**config.mk**
```make
export PLATFORM = sky130hd
export DESIGN_NAME = dllt_ctrl
export DESIGN_NICKNAME = d
export VERILOG_FILES = /design/src/dllt_pkg.sv /design/src/dllt_ctrl.sv
export SDC_FILE = /design/constraint.sdc
export NUM_CORES = 1
export LEC_CHECK = 0
export BUFFER_PORTS_ARGS = -buffer_cell sky130_fd_sc_hd__buf_2
export CORE_AREA = 8 8 45 47
export CTS_CLUSTER_DIAMETER = 100
export DETAILED_ROUTE_END_ITERATION = 10
export DIE_AREA = 0 0 53 55
export PLACE_DENSITY_LB_ADDON = 0.15
export SYNTH_ARGS = -nofsm -noshare
export SYNTH_HDL_FRONTEND = slang
export SYNTH_SLANG_ARGS = --single-unit
export TNS_END_PERCENT = 10
```
**constraint.sdc**
```tcl
create_clock -name aclk -period 1.9 [get_ports aclk]
set_input_delay 0 -clock aclk [delete_from_list [all_inputs] [get_ports aclk]]
set_output_delay 0 -clock aclk [all_outputs]
set_load 0.05 [all_outputs]
```
**src/dllt_pkg.sv**
```systemverilog
`timescale 1ns / 1ps

package dllt_pkg;

    localparam int KEYS       = 1024;
    localparam int KEY_W      = 10;
    localparam int TABLE_SIZE = KEYS + 2;
    localparam int IDX_W      = $clog2(TABLE_SIZE);

    localparam logic [IDX_W-1:0] KEYS_IDX = IDX_W'(KEYS);
    localparam logic [IDX_W-1:0] HEAD_IDX = IDX_W'(KEYS);
    localparam logic [IDX_W-1:0] TAIL_IDX = IDX_W'(KEYS + 1);
    localparam logic [IDX_W-1:0] LAST_IDX = IDX_W'(TABLE_SIZE - 1);

    localparam logic [1:0] MODE_APPEND = 2'd0;
    localparam logic [1:0] MODE_INSERT = 2'd1;
    localparam logic [1:0] MODE_DELETE = 2'd2;
    localparam logic [1:0] MODE_WALK   = 2'd3;

    typedef struct packed {
        logic [1:0]       mode;
        logic [KEY_W-1:0] key;
        logic [KEY_W-1:0] new_key;
    } in_t;

    typedef struct packed {
        logic [KEY_W-1:0] value;
        logic             value_valid;
        logic             at_end;
    } out_t;

    typedef struct packed {
        logic clear;
        logic rd;
        logic exec;
        logic wr2;
        logic out_load;
    } ctrl_cmd_t;

    typedef struct packed {
        logic clear_last;
        logic needs_wr2;
        logic out_free;
    } dp_status_t;

endpackage

```
**src/dllt_ctrl.sv**
```systemverilog
`timescale 1ns / 1ps

module dllt_ctrl (
    input  logic                  aclk,
    input  logic                  aresetn,
    input  logic                  s_valid,
    output logic                  s_ready,
    input  dllt_pkg::dp_status_t  status,
    output dllt_pkg::ctrl_cmd_t   cmd
);
    import dllt_pkg::*;

    localparam logic [1:0] ST_CLEAR = 2'd0;
    localparam logic [1:0] ST_IDLE  = 2'd1;
    localparam logic [1:0] ST_EXEC  = 2'd2;
    localparam logic [1:0] ST_WR2   = 2'd3;

    logic [1:0] state_reg;
    logic [1:0] state_next;

    always_ff @(posedge aclk) begin
        if (!aresetn) begin
            state_reg <= ST_CLEAR;
        end else begin
            state_reg <= state_next;
        end
    end

    always_comb begin
        state_next = state_reg;
        cmd        = '0;
        s_ready    = 1'b0;
        unique case (state_reg)
            ST_CLEAR: begin
                cmd.clear = 1'b1;
                if (status.clear_last) begin
                    state_next = ST_IDLE;
                end
            end
            ST_IDLE: begin
                s_ready = 1'b1;
                if (s_valid) begin
                    cmd.rd     = 1'b1;
                    state_next = ST_EXEC;
                end
            end
            ST_EXEC: begin
                if (status.needs_wr2) begin
                    cmd.exec   = 1'b1;
                    state_next = ST_WR2;
                end else if (status.out_free) begin
                    cmd.exec     = 1'b1;
                    cmd.out_load = 1'b1;
                    state_next   = ST_IDLE;
                end
            end
            ST_WR2: begin
                if (status.out_free) begin
                    cmd.wr2      = 1'b1;
                    cmd.out_load = 1'b1;
                    state_next   = ST_IDLE;
                end
            end
            default: begin
                state_next = ST_CLEAR;
            end
        endcase
    end

endmodule

```
-- Word level (Yosys, flattened, before mapping)
Cells that the tools add are included.
- memories: 0
- memory bits (writable): 0
- logic and storage cells: 24
- output and inout port bits: 6
- register bits: 2
- memory bits (read-only): 0
- input bits: 6
- bits in latches: 0
- reductions and logical operators: 2
- order comparisons: 0
- add/subtract/negate cells: 0
- multiplexer cells: 16
- shifts and indexed selects: 0
- bitwise gates (word level): 0
- multipliers: 0
- equality and inequality tests: 5
- div/mod/pow operators: 0
- operators with widths (cell ; number):
    2-bit two-way mux ; 5
    1-bit two-way mux ; 9
    2-bit case mux with 4 select lines ; 1
    2-bit equality test (second input constant) ; 2
    2-bit inequality test (second input constant) ; 2
    2-bit by 1-bit equality test with 1-bit output (second input constant) ; 1
    2-bit logical NOT ; 1
    1-bit case mux with 2 select lines ; 1
    2-bit AND reduction ; 1

-- Logic depth before layout (Yosys ltp)
- depth in word-level cells: 3
- mapped depth: 3

-- Worst setup path before layout
No wires, ideal clock.
- path kind: reg2reg
- start: register state_reg[1]
- end: register state_reg[0]
- slack: 0.723 ns
- arrival time: 1.033 ns
- period minus slack after synthesis: 1.177 ns
- cell stages (with the launch flop): 4
- setup time: 0.143 ns
- cell sequence: dfxtp_1 -> buf_6 -> and3b_1 -> nor4_1
- word-level cells in the longest chain between the ends: 3
- elaborated cells between the ends (all ways): 8
- those cells by class: eq/ne: 5; mux: 1; reduce/logical: 2
- ends and longest elaborated chain (what ; RTL line ; RTL):
    start, declared ; dllt_ctrl.sv:18 ; logic [1:0] state_reg;
    start signal, assigned ; dllt_ctrl.sv:25 ; state_reg <= state_next;
    2-bit by 1-bit equality test with 1-bit output or 2-bit logical NOT (tied branches) ; dllt_ctrl.sv:33 ; unique case (state_reg)
    2-bit inequality test (no line) ; - ;
    2-bit AND reduction (no line) ; - ;
Several ways; a longest one is shown, not always the timed one.
A chain may end at the register's enable or synchronous reset.

==> results.sh <==
export IMPL_die_area_um2=2920
export IMPL_synth_seq_area_share_pct=28.6
export IMPL_nFillCells=165
export IMPL_drtPass1Iterations=2
export IMPL_drt_vias_per_instance=3.80
export IMPL_holdCritStartpoint="status[0]"
export IMPL_post_cts_resized=0
export IMPL_grt_overflow_total=0
export IMPL_postCtsSetupBuffers=0
export IMPL_total_power_uw=216
export IMPL_cts_buffer_depth=2
export IMPL_final_setup_tns_ns=0
export IMPL_p_comb_share_pct=30.4
export IMPL_synthesis_area_um2=140
export IMPL_setup_viol=0
export IMPL_worstPathArrival_ns=1.24
export IMPL_leakagePower_nw=0.129
export IMPL_p_per_area_nw_per_um2=955
export IMPL_crit_path_max_fanout=8
export IMPL_power_switching_uw=81.3
export IMPL_grtUsageTotal_pct=3.98
export IMPL_antenna_found_initial=0
export IMPL_clock_latency_ns=0.23
export IMPL_synth_cells=17
export IMPL_hold_path_end="state_reg[1]"
export IMPL_crit_required_ns=1.90
export IMPL_start_util_pct=10.1
export IMPL_hold_viol_final=0
export IMPL_power_frac_clock_pct=44.8
export IMPL_coreArea_um2=1380
export IMPL_cts_root_buf="clkbuf_4"
export IMPL_io_pin_count=12
export IMPL_drt_total_wl_um=466
export IMPL_place_congestion=0.640
export IMPL_rsz0062_at_grt="false"
export IMPL_yosysUniqueCellTypes=13
export IMPL_final_period_utilization_pct=65.5
export IMPL_finalCriticalPeriod_ns=1.24
export IMPL_clkTransAtPathRegs_ns=0.03
export IMPL_drtIter0Drc=1
export IMPL_syn_avg_cell_area_um2=8.24
export IMPL_worstReg2RegEnd="state_reg[0]"
export IMPL_chipWidth_um=53
export IMPL_synthAdderAreaFrac_pct=0
export IMPL_fmax_mhz=804
export IMPL_synth_xor_area_share_pct=0
export IMPL_crit_type="flop to output port"
export IMPL_vias=175
export IMPL_muxShareOfSynthArea_pct=0
export IMPL_drv_cap=0
export IMPL_row_count=14
export IMPL_grt_start_max_net_pins=11
export IMPL_skew_ns=0.00437
export IMPL_largest_register_ffs=2
export IMPL_nets=38
export IMPL_ff2ff_setup_slack_ns=0.91
export IMPL_peakVddDrop_v=0.000162
export IMPL_synth_compound_area_share_pct=17.0
export IMPL_ys_seq_elements=2
export IMPL_cp_end_kind="output port"
export IMPL_path_buf_inv=1
export IMPL_critical_path_slowest_cell="dfxtp_1"
export IMPL_cts_tree="built"
export IMPL_crit_chain="nand2b_1 -> and3_2 -> buf_2"
export IMPL_hold_path_cell_count=2
export IMPL_reg2reg_depth=2
export IMPL_p_int_uw=135
export IMPL_hold_path_class="input port to flop"
export IMPL_slew_violations=0
export IMPL_drive_gt1_share_pct=53.3
export IMPL_synth_top_family_by_area="simple AND/OR/NAND/NOR gates"
export IMPL_postCtsHoldBufs=0
export IMPL_synth_nets=23
export IMPL_slew_headroom_pct=81.8
export IMPL_critPathLaunchType="flop"
export IMPL_h_tree_depth=1
export IMPL_port_buffers=11
export IMPL_layout_common_cells="buf_2 (11), clkbuf_4 (3)"
export IMPL_tightest_slew_ns=0.270
export IMPL_cts_buffers_inserted=3
export IMPL_num_antenna_cells=0
export IMPL_synthSimpleGateAreaFrac_pct=41.1
export IMPL_grt_pass1_wl_um=752
export IMPL_ant_nets=0
export IMPL_dp_hpwl_um=362
export IMPL_final_common_cell="buf_2"
export IMPL_p_sw_share_pct=37.6
export IMPL_cp_top_family="flip-flops"
export IMPL_slowest_delay_ns=0.43
export IMPL_grt_pass1_vias=168
export IMPL_ys_warnings_count=0
export IMPL_status="finished, final reports clean"
export IMPL_wl_per_cell_um=10.1
export IMPL_area_delta_synth_final_pct=61.6
export IMPL_clock_sinks=2
export IMPL_die_h_um=55
export IMPL_p_seq_share_pct=24.8
export IMPL_drc=0
export IMPL_r2r_start="state_reg[1]"
worst max path at each step:
stage / end / cells past startpoint / slack, ns / from
floorplan: state_reg[0] / 3 / 0.72 / state_reg[1]
global placement: state_reg[0] / 2 / 0.89 / state_reg[1]
detailed placement: state_reg[0] / 2 / 0.88 / state_reg[1]
CTS: cmd[0] / 3 / 0.66 / state_reg[0]
global route: cmd[0] / 3 / 0.53 / state_reg[0]
finish: cmd[0] / 3 / 0.66 / state_reg[0]
metrics by stage:
step	setup slack, ns	instances	util (%)	hold slack [ns]	area, um^2
global placement	0.888	43	14.7	0.254	204
detailed placement	0.882	43	14.7	0.263	204
finish	0.655	46	16.4	0.0254	226
global route	0.535	46	16.4	0.0386	226
CTS	0.657	46	16.4	0.0214	226
floorplan	0.723	17	-	0.112	140
cells by family after synthesis:
kind of cell           Yosys count
buffers and inverters            3
AO/OA/AOI/OAI                    3
AND/OR/NAND/NOR                  9
flip-flops                       2
area by class of cell:
| cell class | instances | area [um^2] | share of cell area, % |
|---|---|---|---|
| inverters | 2 | 7.51 | 3.31 |
| multi-input cells | 12 | 81.3 | 35.9 |
| well taps | 16 | 20.0 | 8.84 |
| repair buffers | 11 | 55.1 | 24.3 |
| flip-flops and latches | 2 | 40.0 | 17.7 |
| clock buffers | 3 | 22.5 | 9.94 |
synthesized netlist by cell type:
cell      instances  share of area (%)
a311oi_1          1                6.3
nor4b_1           1                6.3
inv_1             2                5.4
and3_2            2                 11
buf_6             1                8.0
a21oi_1           1                3.6
and3b_1           1                6.3
nor2_1            2                5.4
nor3_1            1                3.6
nor4_1            1                4.5
o211a_1           1                7.1
nand2b_1          1                4.5
dfxtp_1           2                 29
power by group through the flow:
stage                     sequential [mW]  combinational, mW  clock (mW)
final                              0.0537             0.0657      0.0969
after global routing               0.0553             0.0701       0.111
after global placement             0.0540             0.0659           0
after CTS                          0.0535             0.0662       0.101
after detailed placement           0.0539             0.0662           0
after floorplan                    0.0504             0.0544           0
routing by layer:
| layer | track usage, % | vias to the layer above | share of wire, % |
|---|---|---|---|
| met5 | 0 | - | 0 |
| met4 | 2.59 | 0 | 0 |
| met3 | 5.88 | 0 | 23 |
| met2 | 2.54 | 14 | 21 |
| met1 | 4.84 | 73 | 56 |
| li1 | - | 88 | - |
(Power assumes the default switching activity.)
